`src/dfr_pkg.sv`:
```
// shared types and constants of the delimited frame receiver
`default_nettype none

package dfr_pkg;

    localparam int unsigned MAX_LEN_DEFAULT = 255;

    localparam logic [7:0] CHAR_LOWER_A = 8'h61;
    localparam logic [7:0] CHAR_LOWER_Z = 8'h7a;
    localparam logic [7:0] CHAR_LOWER_P = 8'h70;
    localparam logic [7:0] CHAR_LOWER_M = 8'h6d;
    localparam logic [7:0] CHAR_UPPER_Z = 8'h5a;

    typedef enum logic [1:0] {
        PH_HUNT1 = 2'd0,
        PH_HUNT2 = 2'd1,
        PH_BODY  = 2'd2,
        PH_END   = 2'd3
    } frame_phase_t;

    typedef struct packed {
        logic [7:0] frame_length;
        logic [7:0] xor_checksum;
        logic       overflow;
    } frame_result_t;

endpackage

`default_nettype wire

```
`src/delimited_frame_receiver_top.sv`:
```
// top level of the delimited frame receiver: input register, parser, result register
// path: the closing 'z' waits in the input register, and the parser's result for
//   it is then captured in the result register, which drives out_valid
// throughput: one byte per cycle; the input register only stalls when it holds
//   a closing byte while the result register still waits on out_ready
// reset: rst_n is asynchronous and active low; it empties both registers and
//   returns the parser to hunting for the first header byte with zero totals
`default_nettype none

module delimited_frame_receiver_top #(
    parameter int unsigned MAX_LEN = dfr_pkg::MAX_LEN_DEFAULT
) (
    input  wire logic       clk,
    input  wire logic       rst_n,

    input  wire logic       in_valid,
    output logic            in_ready,
    input  wire logic [7:0] rx_byte,

    output logic            out_valid,
    input  wire logic       out_ready,
    output logic [7:0]      frame_length,
    output logic [7:0]      xor_checksum,
    output logic            overflow
);

    // input register: holds one received byte until the parser takes it
    logic       in_vld_reg;
    logic       in_vld_next;
    logic [7:0] byte_reg;

    // result register: holds one completed frame until the consumer takes it
    logic                   out_vld_reg;
    logic                   out_vld_next;
    dfr_pkg::frame_result_t res_reg;

    logic                   advance;
    logic                   frame_done;
    dfr_pkg::frame_result_t frame_res;
    logic                   res_room;

    // the result register has room if empty or being drained this cycle
    assign res_room = !out_vld_reg || out_ready;

    // a byte that closes no frame moves on regardless of the output side
    assign advance  = in_vld_reg && (!frame_done || res_room);
    assign in_ready = !in_vld_reg || advance;

    dfr_parser #(
        .MAX_LEN (MAX_LEN)
    ) u_parser (
        .clk     (clk),
        .rst_n   (rst_n),
        .step    (advance),
        .rx_byte (byte_reg),
        .done    (frame_done),
        .result  (frame_res)
    );

    always_comb
    begin
        in_vld_next = in_vld_reg;
        if (in_valid && in_ready)
        begin
            in_vld_next = 1'b1;
        end
        else if (advance)
        begin
            in_vld_next = 1'b0;
        end

        out_vld_next = out_vld_reg;
        if (advance && frame_done)
        begin
            out_vld_next = 1'b1;
        end
        else if (out_ready)
        begin
            out_vld_next = 1'b0;
        end
    end

    // control state
    always_ff @(posedge clk or negedge rst_n)
    begin
        if (!rst_n)
        begin
            in_vld_reg  <= 1'b0;
            out_vld_reg <= 1'b0;
        end
        else
        begin
            in_vld_reg  <= in_vld_next;
            out_vld_reg <= out_vld_next;
        end
    end

    // payload, loaded on transfer only
    always_ff @(posedge clk)
    begin
        if (in_valid && in_ready)
        begin
            byte_reg <= rx_byte;
        end
        if (advance && frame_done)
        begin
            res_reg <= frame_res;
        end
    end

    assign out_valid    = out_vld_reg;
    assign frame_length = res_reg.frame_length;
    assign xor_checksum = res_reg.xor_checksum;
    assign overflow     = res_reg.overflow;

    // a completed frame always holds both header and both trailer bytes
    assert property (@(posedge clk) disable iff (!rst_n)
        out_valid |-> (frame_length >= 8'd4))
        else $error("completed frame shorter than its delimiters");

    // dropped bytes only happen once the length has reached its limit
    assert property (@(posedge clk) disable iff (!rst_n)
        (out_valid && overflow) |-> (frame_length == 8'(MAX_LEN)))
        else $error("overflow reported below the length limit");

    // a closing byte must not be consumed while the result register is blocked
    assert property (@(posedge clk) disable iff (!rst_n)
        (in_vld_reg && frame_done && out_vld_reg && !out_ready) |-> !in_ready)
        else $error("input taken while a result could not be stored");

    // a result appears only after the parser finished a frame
    assert property (@(posedge clk) disable iff (!rst_n)
        $rose(out_valid) |-> $past(advance && frame_done))
        else $error("result raised without a completed frame");

endmodule

`default_nettype wire

```
`src/dfr_parser.sv`:
```
// frame parser state machine with byte count and xor checksum
`default_nettype none

module dfr_parser #(
    parameter int unsigned MAX_LEN = dfr_pkg::MAX_LEN_DEFAULT
) (
    input  wire logic                  clk,
    input  wire logic                  rst_n,
    input  wire logic                  step,
    input  wire logic [7:0]            rx_byte,
    output logic                       done,
    output dfr_pkg::frame_result_t     result
);

    localparam logic [7:0] LenLimit = 8'(MAX_LEN);

    dfr_pkg::frame_phase_t phase_reg, phase_next;
    logic [7:0] count_reg, count_next;
    logic [7:0] xor_reg, xor_next;
    logic       sum_on_reg, sum_on_next;
    logic       sum_done_reg, sum_done_next;
    logic       ovf_reg, ovf_next;

    logic       clear;
    logic       store;
    logic       is_a;
    logic       is_z;
    logic       starts_sum;
    logic [7:0] base_count;
    logic [7:0] base_xor;
    logic       base_on;
    logic       base_done;
    logic       base_ovf;

    assign is_a       = (rx_byte == dfr_pkg::CHAR_LOWER_A);
    assign is_z       = (rx_byte == dfr_pkg::CHAR_LOWER_Z);
    assign starts_sum = (rx_byte == dfr_pkg::CHAR_LOWER_P)
                     || (rx_byte == dfr_pkg::CHAR_LOWER_M);

    always_comb
    begin
        phase_next = phase_reg;
        clear      = 1'b0;
        store      = 1'b0;
        done       = 1'b0;
        unique case (phase_reg)
            dfr_pkg::PH_HUNT1:
            begin
                if (is_a)
                begin
                    clear      = 1'b1;
                    store      = 1'b1;
                    phase_next = dfr_pkg::PH_HUNT2;
                end
            end
            dfr_pkg::PH_HUNT2:
            begin
                if (is_a)
                begin
                    store      = 1'b1;
                    phase_next = dfr_pkg::PH_BODY;
                end
                else
                begin
                    phase_next = dfr_pkg::PH_HUNT1;
                end
            end
            dfr_pkg::PH_BODY:
            begin
                store = 1'b1;
                if (is_a)
                begin
                    phase_next = dfr_pkg::PH_HUNT2;
                end
                else if (is_z)
                begin
                    phase_next = dfr_pkg::PH_END;
                end
            end
            dfr_pkg::PH_END:
            begin
                // second 'z' closes the frame, anything else drops it unstored
                if (is_z)
                begin
                    store = 1'b1;
                    done  = 1'b1;
                end
                phase_next = dfr_pkg::PH_HUNT1;
            end
            default:
            begin
                phase_next = dfr_pkg::PH_HUNT1;
            end
        endcase

        // frame start wipes the previous frame's totals
        base_count = clear ? 8'd0 : count_reg;
        base_xor   = clear ? 8'd0 : xor_reg;
        base_on    = clear ? 1'b0 : sum_on_reg;
        base_done  = clear ? 1'b0 : sum_done_reg;
        base_ovf   = clear ? 1'b0 : ovf_reg;

        count_next    = base_count;
        xor_next      = base_xor;
        sum_on_next   = base_on;
        sum_done_next = base_done;
        ovf_next      = base_ovf;

        if (store)
        begin
            if (base_count >= LenLimit)
            begin
                ovf_next = 1'b1;
            end
            else
            begin
                count_next = base_count + 8'd1;
                if (!base_done)
                begin
                    if (rx_byte == dfr_pkg::CHAR_UPPER_Z)
                    begin
                        sum_done_next = 1'b1;
                    end
                    else
                    begin
                        sum_on_next = base_on | starts_sum;
                        if (base_on | starts_sum)
                        begin
                            xor_next = base_xor ^ rx_byte;
                        end
                    end
                end
            end
        end

        result.frame_length = count_next;
        result.xor_checksum = xor_next;
        result.overflow     = ovf_next;
    end

    always_ff @(posedge clk or negedge rst_n)
    begin
        if (!rst_n)
        begin
            phase_reg    <= dfr_pkg::PH_HUNT1;
            count_reg    <= 8'd0;
            xor_reg      <= 8'd0;
            sum_on_reg   <= 1'b0;
            sum_done_reg <= 1'b0;
            ovf_reg      <= 1'b0;
        end
        else if (step)
        begin
            phase_reg    <= phase_next;
            count_reg    <= count_next;
            xor_reg      <= xor_next;
            sum_on_reg   <= sum_on_next;
            sum_done_reg <= sum_done_next;
            ovf_reg      <= ovf_next;
        end
    end

endmodule

`default_nettype wire

```
`config.mk`:
```
export PLATFORM = sky130hd
export DESIGN_NAME = delimited_frame_receiver_top
export DESIGN_NICKNAME = d
export VERILOG_FILES = /design/src/dfr_pkg.sv /design/src/delimited_frame_receiver_top.sv /design/src/dfr_parser.sv
export SDC_FILE = /design/constraint.sdc
export NUM_CORES = 1
export LEC_CHECK = 0
export ABC_AREA = 1
export BUFFER_PORTS_ARGS = -buffer_cell sky130_fd_sc_hd__buf_4
export CORE_ASPECT_RATIO = 0.5
export CORE_MARGIN = 10
export CORE_UTILIZATION = 40
export DETAILED_ROUTE_END_ITERATION = 10
export PLACE_DENSITY = 0.56
export SLEW_MARGIN = 20
export SYNTH_ARGS = -nofsm -noshare
export SYNTH_HDL_FRONTEND = slang
export SYNTH_SLANG_ARGS = --single-unit
```
`constraint.sdc`:
```
create_clock -name clk -period 3.4 [get_ports clk]
set_input_delay 0.34 -clock clk [delete_from_list [all_inputs] [get_ports clk]]
set_output_delay 0.34 -clock clk [all_outputs]
set_load 0.02 [all_outputs]
```
# Word level (Yosys, flattened, before mapping)
# Cells that the tools add are included.
[word_totals]
ff_bits = 48
output_inout_bits = 19
[op_classes]
addsub = 1
magnitude_cmp = 1
n_eq_ne = 10
n_mux = 36
bitwise_logic = 2
reduce_logical = 15
[op_table]
columns = ["operator", "count"]
rows = [
  ["8-bit 2-to-1 mux", 9],
  ["8-bit by 7-bit == test with 1-bit output, second input constant", 5],
  ["1-bit 2-to-1 mux", 21],
  ["8-bit by 1-bit adder with 8-bit output, second input constant", 1],
  ["8-bit >= comparator, second input constant", 1],
  ["2-bit 2-to-1 mux", 4],
  ["2-bit case mux with 4 select lines", 1],
  ["8-bit bitwise XOR", 1],
  ["2-bit == test, second input constant", 2],
  ["1-bit logical OR", 4],
  ["2-bit nonzero test", 2],
  ["1-bit logical AND", 3],
  ["1-bit zero test", 3],
  ["3-bit by 1-bit != test with 1-bit output, second input constant", 1],
  ["1-bit case mux with 3 select lines", 1],
  ["3-bit AND reduction", 1],
  ["2-bit by 1-bit == test with 1-bit output, second input constant", 1],
  ["2-bit zero test", 1],
  ["2-bit by 1-bit != test with 1-bit output, second input constant", 1],
  ["2-bit OR reduction", 1],
  ["1-bit bitwise OR", 1],
]

# Logic depth before layout (Yosys ltp)
# Gate-level depths: netlist (run 1).
[depth]
word_depth = 10
depth_mapped = 14
depth_no_buf = 13

# By module
# A second synthesis (run 1) with hierarchy kept.
[unflattened]
hier_cells = 304
area_unflattened_um2 = 2666.3
[by_module_without_submodules]
columns = ["mod", "n_inst", "cells_each", "area_per_inst_um2", "seq_area_each_um2"]
rows = [
  ["dfr_parser", 1, 264, 1805.5, 525.5],
  ["delimited_frame_receiver_top", 1, 40, 860.8, 800.8],
]

# Worst setup path after synthesis (run 1)
# OpenSTA, ideal clock, no wires.
[synth_path]
path_kind = "flip-flop to flip-flop"
start = "reg byte_reg[6]"
end = "reg res_reg, in the netlist frame_length[0] (enable)"
setup_ns = 0.414
arrival_time_ns = 2.221
required_ns = 2.986
setup_slack_ns = 0.765
stages_incl_launch_ff = 9
path_cell_list = "edfxtp_1 -> nand2_1 -> nor2_1 -> nand2_1 -> inv_1 -> nand3_1 -> nand2_1 -> buf_2 -> nor3_1"
[synth_via]
elab_chain_len = 7
[synth_rtl]
columns = ["element", "line", "text"]
rows = [
  ["from (decl)", "delimited_frame_receiver_top.sv:30", "logic [7:0] byte_reg;"],
  ["from (signal assigned)", "delimited_frame_receiver_top.sv:103", "byte_reg <= rx_byte;"],
  ["8-bit by 7-bit == test with 1-bit output *", "dfr_parser.sv:36", "assign is_z = (rx_byte == dfr_pkg::CHAR_LOWER_Z);"],
  ["1-bit 2-to-1 mux *", "dfr_parser.sv:83", "if (is_z)"],
  ["1-bit 2-to-1 mux *", "dfr_parser.sv:46", "unique case (phase_reg)"],
  ["1-bit zero test", "delimited_frame_receiver_top.sv:46", "assign advance = in_vld_reg && (!frame_done || res_room);"],
  ["1-bit logical OR", "delimited_frame_receiver_top.sv:46", ""],
  ["1-bit logical AND", "delimited_frame_receiver_top.sv:46", ""],
  ["1-bit logical AND *", "delimited_frame_receiver_top.sv:105", "if (advance && frame_done)"],
  ["to (signal assigned)", "delimited_frame_receiver_top.sv:107", "res_reg <= frame_res;"],
  ["to (decl)", "delimited_frame_receiver_top.sv:35", "dfr_pkg::frame_result_t res_reg;"],
]
# Every way passes the cells marked *; elsewhere a longest branch is shown, timed or not.
# A chain may end at the register's enable or synchronous reset.

==> results.md, run 1 <==
* First-pass GRT wire length at 9.10 mm
* CP max stage cell: edfxtp_1
* Clock Skew at 0.00307 ns
* Vias per cell at 4.70
* Hold/Removal Path Class: in -> reg
* Cells along the critical path: nand2_2 -> nor2_4 -> nand3_4 -> nand2_1 -> nor2_1 -> nand3_4 -> nand2_1 -> nand2_1 -> and2_1
* Min-delay src: rx_byte[7]
* Die Wd at 134 microns
* Nets at 352
* Initial Util at 0.420
* Routed WL at 5.45 mm
* Max-Slew Margin vs Limit at 0.506
* Most common cell after layout, fill and taps aside: nand2_1
* Worst Path Required at 3.45 ns
* Cells after Synth at 309
* Critical path depth in cells at 9
* Seq cells post-synth at 48
* Crit path from: byte_reg[0]$_DFFE_PP_
* Max stage delay on crit path at 0.44 ns
* Largest delay share family, worst path: simple AND/OR/NAND/NOR gates
* Max VDD drop at 0.261 mV
* Post-CTS Resized at 0
* Final setup violation count at 0
* Worst EP arrival at 2.33 ns
* Post CTS Setup Buffer Count at 0
* Post-synth EDFFs at 25
* Worst-case reg-to-reg path depth at 9
* FF+latch area at 1330 sq um
* Most frequent cells in the layout: nand2_1, inv_1, buf_4, nor2_1, nand3_1
* Wirelength per Cell at 12.7 microns
* GRT Util Overall at 0.109
* TritonCTS Sinks at 48
* # IOs at 31
* TritonCTS buffer count at 5
* Later-pin clock latency in the skew report at 0.29 ns
* Status: finished, final reports clean
* Post-layout minimum cycle time at 2.28 ns
* Max FO, Critical Path at 26
* Post-CTS Hold Buffers at 1
* Post-synthesis sequential area ratio at 0.513
* Syn Nets at 321
* CTS tree: yes
* H-tree levels at 2
* Top achievable clock speed at 439 MHz
* DR iter-0 viols at 234
* Ys flop type: edfxtp_1
* Clk slew on worst S/H paths at 0.06 ns
* Root Driver: clkbuf_16
* Setup crit start kind: flop
* Vias at 2018
* Pwr/cell area at 416 nW/um^2
* Leakage at 1.50 nW
* Cell variety after synth at 29
* Number of global-route vias before repair at 1876
* Worst Hold Depth at 1
* Core area at 6160 sq um
* Synth-to-Final Area Change at 17.0%
* Num rows at 20
* Critical path buffers and inverters at 0
* Post-route DRC at 0
* Most used cell, CP: nand2_1
* Initial antenna violation count at 0
* Pins over their slew limit at 0
* GR Overflow Total at 0
* Die H at 76.8 microns
* Area of the multi-input gates at 1040 sq um
* Layout cells sized above 1 at 0.196
* Fillcell total at 624
* Max Cap Viol at 0
* DRT Pass-1 Iters at 4
* IO Port Bufs at 30
* RSZ-0062 raised after global routing: false
* Final Power at 1.26 mW
* Setup CP Type: reg -> reg
* Slew @ Worst Pin at 0.741 ns
* Period utilisation layout at 0.670
* Final core utilization at 0.491
* Synth warn at 0
* Post-DP HPWL at 3.87 mm
* Setup crit end kind: flop
* Diodes inserted at 0
* Die ar. at 10300 sq um
* Avg Cell Area, Syn at 8.37 sq um
* Final TNS setup at 0 ns
* Pin count of the biggest net entering global routing at 27
* GP Congestion at 0.884
* Hold Violations, Final at 0
* Post-Synthesis Cell Area at 2580 sq um
* Fraction of registers with async set/reset at 0.479
* Clock Path Buffers at 2
* Worst R2R Start: byte_reg[0]$_DFFE_PP_
* Antenna-violating nets left at 0
-- power by group --
part | internal (mW) | switching, mW
clock network | 0.290 | 0.212
registers | 0.636 | 0.0231
logic | 0.0361 | 0.0628
total | 0.962 | 0.297
-- layout make-up --
cell class,count,share of cell area
clock inverter,2,0.00331
clock buffer,6,0.0459
sequential,48,0.438
inverter,39,0.0484
multi-input combinational,213,0.345
tap,88,0.0364
timing repair buffer,33,0.0827
-- metal layers --
layer / vias to the layer above / track usage / wire [microns]
met2: 42 / 0.158 / 2400
met5: - / 0 / 0
met4: 0 / 0.0540 / 100
met3: 9 / 0.0390 / 326
met1: 928 / 0.139 / 2620
li1: 1039 / - / -
-- cell families after synthesis --
kind of cell    after synthesis  synth area share
compound gates               11            0.0266
xor+xnor                      1           0.00339
buf+inv                      48            0.0852
flops                        48             0.513
simple gates                201             0.372
-- cells in the mapped netlist (4+ instances only) --
cell type / count / area (sq um)
nand2_2: 5 / 31.3
nor2_1: 27 / 101
dfrtp_1: 23 / 576
buf_2: 5 / 25.0
nor2_4: 4 / 45.0
and2_1: 4 / 25.0
nand3_2: 7 / 70.1
nand3_1: 27 / 135
nor3_1: 4 / 20.0
nand4_1: 4 / 25.0
inv_1: 36 / 135
nand2_1: 111 / 417
edfxtp_1: 25 / 751
-- worst paths after layout --
kind                                                    to  slack [ns]
max reg2reg                      frame_length[3]$_DFFE_PP_        1.12
min in group asynchronous           in_vld_reg$_DFFE_PN0P_        0.49
max in group asynchronous     u_parser.ovf_reg$_DFFE_PN0P_        2.66
min reg2reg                u_parser.xor_reg[7]$_DFFE_PN0P_        0.48
max                              frame_length[3]$_DFFE_PP_        1.12
min                                  byte_reg[7]$_DFFE_PP_        0.22
-- stage by stage --
stage | hold slack [ns] | std cells | setup WS [ns] | instance area [sq um]
floorplan | 0.0444 | 309 | 0.765 | 2580
global placement | 0.268 | 420 | 1.19 | 2870
detailed placement | 0.268 | 420 | 1.12 | 2870
CTS | 0.209 | 429 | 1.09 | 3030
global route | 0.207 | 429 | 0.900 | 3030
finish | 0.219 | 429 | 1.12 | 3030
No activity file was read; power rests on OpenSTA's default activity.
==> inputs of run 2 (changes only) <==
--- a/config.mk
+++ b/config.mk
@@ -11,7 +11,7 @@
 export CORE_MARGIN = 10
 export CORE_UTILIZATION = 40
 export DETAILED_ROUTE_END_ITERATION = 10
-export PLACE_DENSITY = 0.56
+export PLACE_DENSITY = 0.59
 export SLEW_MARGIN = 20
 export SYNTH_ARGS = -nofsm -noshare
 export SYNTH_HDL_FRONTEND = slang
==> constraint.sdc (replaced) <==
create_clock -name clk -period 2 [get_ports clk]
set_input_delay 0.2 -clock clk [delete_from_list [all_inputs] [get_ports clk]]
set_output_delay 0.2 -clock clk [all_outputs]
set_load 0.02 [all_outputs]
==> results.md, run 2 (synthesis gave the netlist of run 1 again) <==
* Post-layout minimum cycle time at 2.00 ns
* Crit path from: byte_reg[0]$_DFFE_PP_
* TritonCTS Sinks at 48
* Post-route DRC at 0
* Worst Hold Depth at 1
* TritonCTS buffer count at 5
* Wirelength per Cell at 14.2 microns
* Setup crit end kind: flop
* Vias per cell at 4.88
* IO Port Bufs at 30
* Top achievable clock speed at 499 MHz
* CTS tree: yes
* H-tree levels at 2
* Routed WL at 6.69 mm
* DR iter-0 viols at 188
* Nets at 394
* Clock Skew at 0.00590 ns
* Layout cells sized above 1 at 0.384
* FF+latch area at 1330 sq um
* Dpl cell area at 3030 sq um
* Synth-to-Final Area Change at 40.2%
* Initial antenna violation count at 0
* Die H at 76.8 microns
* Final core utilization at 0.589
* Worst R2R Start: byte_reg[0]$_DFFE_PP_
* Number of global-route vias before repair at 2182
* Vias at 2298
* First-pass GRT wire length at 10.4 mm
* Max-Slew Margin vs Limit at 0.731
* Max Cap Viol at 0
* Die Wd at 134 microns
* Root Driver: clkbuf_16
* Setup crit start kind: flop
* Cells along the critical path: nand2_2 -> nor2_4 -> nand3_4 -> buf_6 -> nand2_4 -> nor2_4 -> nand3_4 -> nand2_2 -> nand2_1 -> and2_1
* GRT Util Overall at 0.122
* Max FO, Critical Path at 6
* Pwr/cell area at 598 nW/um^2
* Pin count of the biggest net entering global routing at 24
* Clock Path Buffers at 2
* Hold Path Sink: byte_reg[0]$_DFFE_PP_
* Worst Path Required at 2.05 ns
* Most frequent cells in the layout: nand2_1, buf_4, inv_1, edfxtp_1
* Largest delay share family, worst path: simple AND/OR/NAND/NOR gates
* Core area at 6160 sq um
* Final Cell Area at 3620 sq um
* Max stage delay on crit path at 0.45 ns
* Worst EP arrival at 2.05 ns
* Worst-case reg-to-reg path depth at 10
* Initial Util at 0.420
* Clk slew on worst S/H paths at 0.07 ns
* R2R setup slack at -0.002 ns
* GR Overflow Total at 0
* Critical path buffers and inverters at 1
* Final TNS setup at -0.00222 ns
* Die ar. at 10300 sq um
* Fillcell total at 546
* CP max stage cell: edfxtp_1
* Hold/Removal Path Class: in -> reg
* Diodes inserted at 0
* DRT Pass-1 Iters at 4
* # IOs at 31
* Later-pin clock latency in the skew report at 0.29 ns
* Max VDD drop at 0.319 mV
* Antenna-violating nets left at 0
* Setup CP Type: reg -> reg
* Status: complete, but fails checks
* GP Congestion at 0.870
* Num rows at 20
* Area of the multi-input gates at 1300 sq um
* Leakage at 1.70 nW
* Period utilisation layout at 1.00
* RSZ-0062 raised after global routing: true
* Pins over their slew limit at 0
* Hold Violations, Final at 0
* Worst setup margin at -0.00222 ns
* Min-delay src: rx_byte[0]
* Slew @ Worst Pin at 0.403 ns
* Most common cell after layout, fill and taps aside: nand2_1
* Final setup violation count at 1
* RR Endpoint: frame_length[5]$_DFFE_PP_
* Post-DP HPWL at 4.27 mm
* Failing checks: negative setup slack
run 2: power by group:
part           switching [mW]  leakage [nW]  internal [mW]
logic                   0.137          1.07         0.0891
clock network           0.362        0.0645          0.460
registers              0.0382         0.562           1.08
run 2: final cells by class:
type                       instances  area share
clock buffer                       6      0.0356
tap                               88      0.0304
clock inverter                     2     0.00311
multi-input combinational        217       0.360
inverter                          39      0.0418
timing repair buffer              71       0.164
sequential                        48       0.366
run 2: through the flow:
step,hold slack [ns],worst slack [ns],total power [mW],cells
after global routing,0.0807,-0.0988,2.25,471
final,0.0882,-0.00222,2.17,471
after floorplan,-0.0956,0.155,1.25,309
after global placement,0.126,0.0270,1.32,441
after detailed placement,0.130,-0.0455,1.33,441
after CTS,0.0827,0.000455,2.16,453
run 2: worst max-delay path by stage:
stage / endpoint / slack (ns) / cells after the start
final: frame_length[5]$_DFFE_PP_ / -0.002 / 10
after global routing: xor_checksum[6]$_DFFE_PP_ / -0.1 / 12
after CTS: xor_checksum[1]$_DFFE_PP_ / 0.0005 / 9
after detailed placement: frame_length[3]$_DFFE_PP_ / -0.05 / 9
after global placement: frame_length[3]$_DFFE_PP_ / 0.03 / 9
after floorplan: frame_length[0]$_DFFE_PP_ / 0.16 / 8
run 2: metal layers:
layer,wire length [microns],up-vias,global-route usage,share of wire
met5,0,-,0,0
met4,51,0,0.0356,0.0076
met3,354,5,0.0345,0.053
met2,3100,65,0.191,0.46
met1,3190,1083,0.160,0.48
li1,-,1145,-,-
run 2: repair_timing:
action	CTS	global route
endpoints found under the hold margin	23	0
endpoints found under the setup margin	8	51
hold buffers	1	0
cloned	2	2
gates resized for setup	4	68
pin swaps	2	22
setup buffers	1	16
==> inputs of run 3 (changes only) <==
--- a/config.mk
+++ b/config.mk
@@ -9,9 +9,10 @@
 export BUFFER_PORTS_ARGS = -buffer_cell sky130_fd_sc_hd__buf_4
 export CORE_ASPECT_RATIO = 0.5
 export CORE_MARGIN = 10
-export CORE_UTILIZATION = 40
+export CORE_UTILIZATION = 45
 export DETAILED_ROUTE_END_ITERATION = 10
-export PLACE_DENSITY = 0.59
+export GPL_TIMING_DRIVEN = 0
+export PLACE_DENSITY = 0.65
 export SLEW_MARGIN = 20
 export SYNTH_ARGS = -nofsm -noshare
 export SYNTH_HDL_FRONTEND = slang
==> results.md, run 3 (synthesis gave the netlist of run 1 again) <==
* Status: finished, final reports clean
* Die ar. at 9360 sq um
* Number of global-route vias before repair at 2010
* Worst EP arrival at 2.01 ns
* Clock Skew at 0.00525 ns
* Max FO, Critical Path at 6
* IO Port Bufs at 30
* Later-pin clock latency in the skew report at 0.28 ns
* Pin count of the biggest net entering global routing at 24
* Leakage at 1.61 nW
* Vias at 2107
* GP Congestion at 0.872
* Post-layout minimum cycle time at 1.97 ns
* Most frequent cells in the layout: nand2_1, buf_4, inv_1, nand3_1, edfxtp_1
* Worst slack, placed at -0.249 ns
* Clock Path Buffers at 2
* Layout Cells excl Fill at 430
* Layout cells sized above 1 at 0.300
* Post-DP HPWL at 3.96 mm
* GRT Util Overall at 0.121
* RSZ-0062 raised after global routing: true
* Max-Slew Margin vs Limit at 0.612
* TritonCTS Sinks at 48
* Routed WL at 5.84 mm
* Worst Hold Depth at 1
* Final core utilization at 0.600
* Die H at 73.6 microns
* Wirelength per Cell at 13.6 microns
* TritonCTS buffer count at 5
* First-pass GRT wire length at 9.23 mm
* H-tree levels at 2
* Die Wd at 127 microns
* Worst setup margin at 0.0312 ns
* CTS tree: yes
* Clk slew on worst S/H paths at 0.06 ns
* # IOs at 31
* Post-route DRC at 0
* Worst Path Required at 2.04 ns
* DRT Pass-1 Iters at 4
* Slew @ Worst Pin at 0.580 ns
* GR Overflow Total at 0
* Setup CP Type: reg -> reg
* Num rows at 19
* Root Driver: clkbuf_16
* Hold/Removal Path Class: in -> reg
* Period utilisation layout at 0.984
* Core area at 5520 sq um
* Hold Violations, Final at 0
* Nets at 369
* Setup crit start kind: flop
* Vias per cell at 4.90
* Max Cap Viol at 0
* Pins over their slew limit at 0
* Placed Cells at 412
* Setup crit end kind: flop
* Max VDD drop at 0.347 mV
* Synth-to-Final Area Change at 27.9%
* Initial Util at 0.469
* Final setup violation count at 0
* Pwr/cell area at 638 nW/um^2
* DR iter-0 viols at 226
* Diodes inserted at 0
* Worst-case reg-to-reg path depth at 11
* Most common cell after layout, fill and taps aside: nand2_1
* Initial antenna violation count at 0
* Antenna-violating nets left at 0
* Top achievable clock speed at 508 MHz
==> run 3: changes by cell type in the layout (fill, tap and decap cells not counted), sizes merged <==
| cell | delta |
|---|---|
| buf | -24 |
| nand3 | -4 |
| clkbuf | +3 |
| clkinvlp | -1 |
==> run 3: path summary, 6_finish.rpt <==
path / startpoint / endpoint / slack (ns)
min in group asynchronous: rst_n / in_vld_reg$_DFFE_PN0P_ / 0.37
max: byte_reg[1]$_DFFE_PP_ / frame_length[5]$_DFFE_PP_ / 0.03
max in group asynchronous: rst_n / u_parser.xor_reg[2]$_DFFE_PN0P_ / 1.37
min reg2reg: u_parser.xor_reg[3]$_DFFE_PN0P_ / u_parser.xor_reg[3]$_DFFE_PN0P_ / 0.48
min: rx_byte[4] / byte_reg[4]$_DFFE_PP_ / 0.09
max reg2reg: byte_reg[1]$_DFFE_PP_ / frame_length[5]$_DFFE_PP_ / 0.03
==> run 3: layout make-up <==
cell class                 count  area (sq um)
fill                         469          2210
sequential                    48          1330
multi-input combinational    213          1140
timing repair buffer          41           378
inverter                      39           146
clock buffer                   6           129
tap                           73          91.3
buffer                         9          88.8
clock inverter                 1          5.00
==> run 3: worst max-delay path: stages (launching register included) <==
cell and delay, ns:
edfxtp_1 0.43, inv_2 0.10, nand2_2 0.08, nor2_4 0.13, nand3_4 0.15, buf_12 0.19
nand3_4 0.09, nor2_4 0.05, nand3_4 0.13, buf_6 0.15, nand3b_1 0.09, and2_1 0.14
==> run 3: per-stage QoR <==
stage	power (mW)	hold WS, ns	cell area [sq um]	TNS, ns
after floorplan	1.25	-0.0956	2600	0
after global placement	1.31	0.125	2910	-4.24
after detailed placement	1.31	0.126	2910	-4.41
after CTS	2.11	0.0881	3090	0
after global routing	2.19	0.0802	3310	-1.15
final	2.11	0.0897	3310	0
==> run 3: timing repair <==
| item | CTS | global route |
|---|---|---|
| cloned | 0 | 2 |
| hold buffers | 1 | 0 |
| hold endpoints to repair | 23 | 0 |
| resized for setup | 2 | 36 |
| endpoints found under the setup margin | 23 | 21 |
| setup buffers | 2 | 6 |
| pin swaps | 1 | 13 |
==> run 3: metal layers <==
layer | global-route usage | part of all wire | vias up | wire (microns)
li1 | - | - | 1079 | -
met4 | 0.0339 | 0.012 | 0 | 70
met2 | 0.199 | 0.47 | 45 | 2720
met5 | 0 | 0 | - | 0
met3 | 0.0337 | 0.056 | 6 | 329
met1 | 0.153 | 0.47 | 977 | 2720
==> run 3: power breakdown <==
part           total, mW  leakage, nW  switching [mW]  internal, mW
sequential          1.12        0.562          0.0387          1.08
combinational      0.191        0.985           0.118        0.0733
clock              0.796       0.0667           0.342         0.455
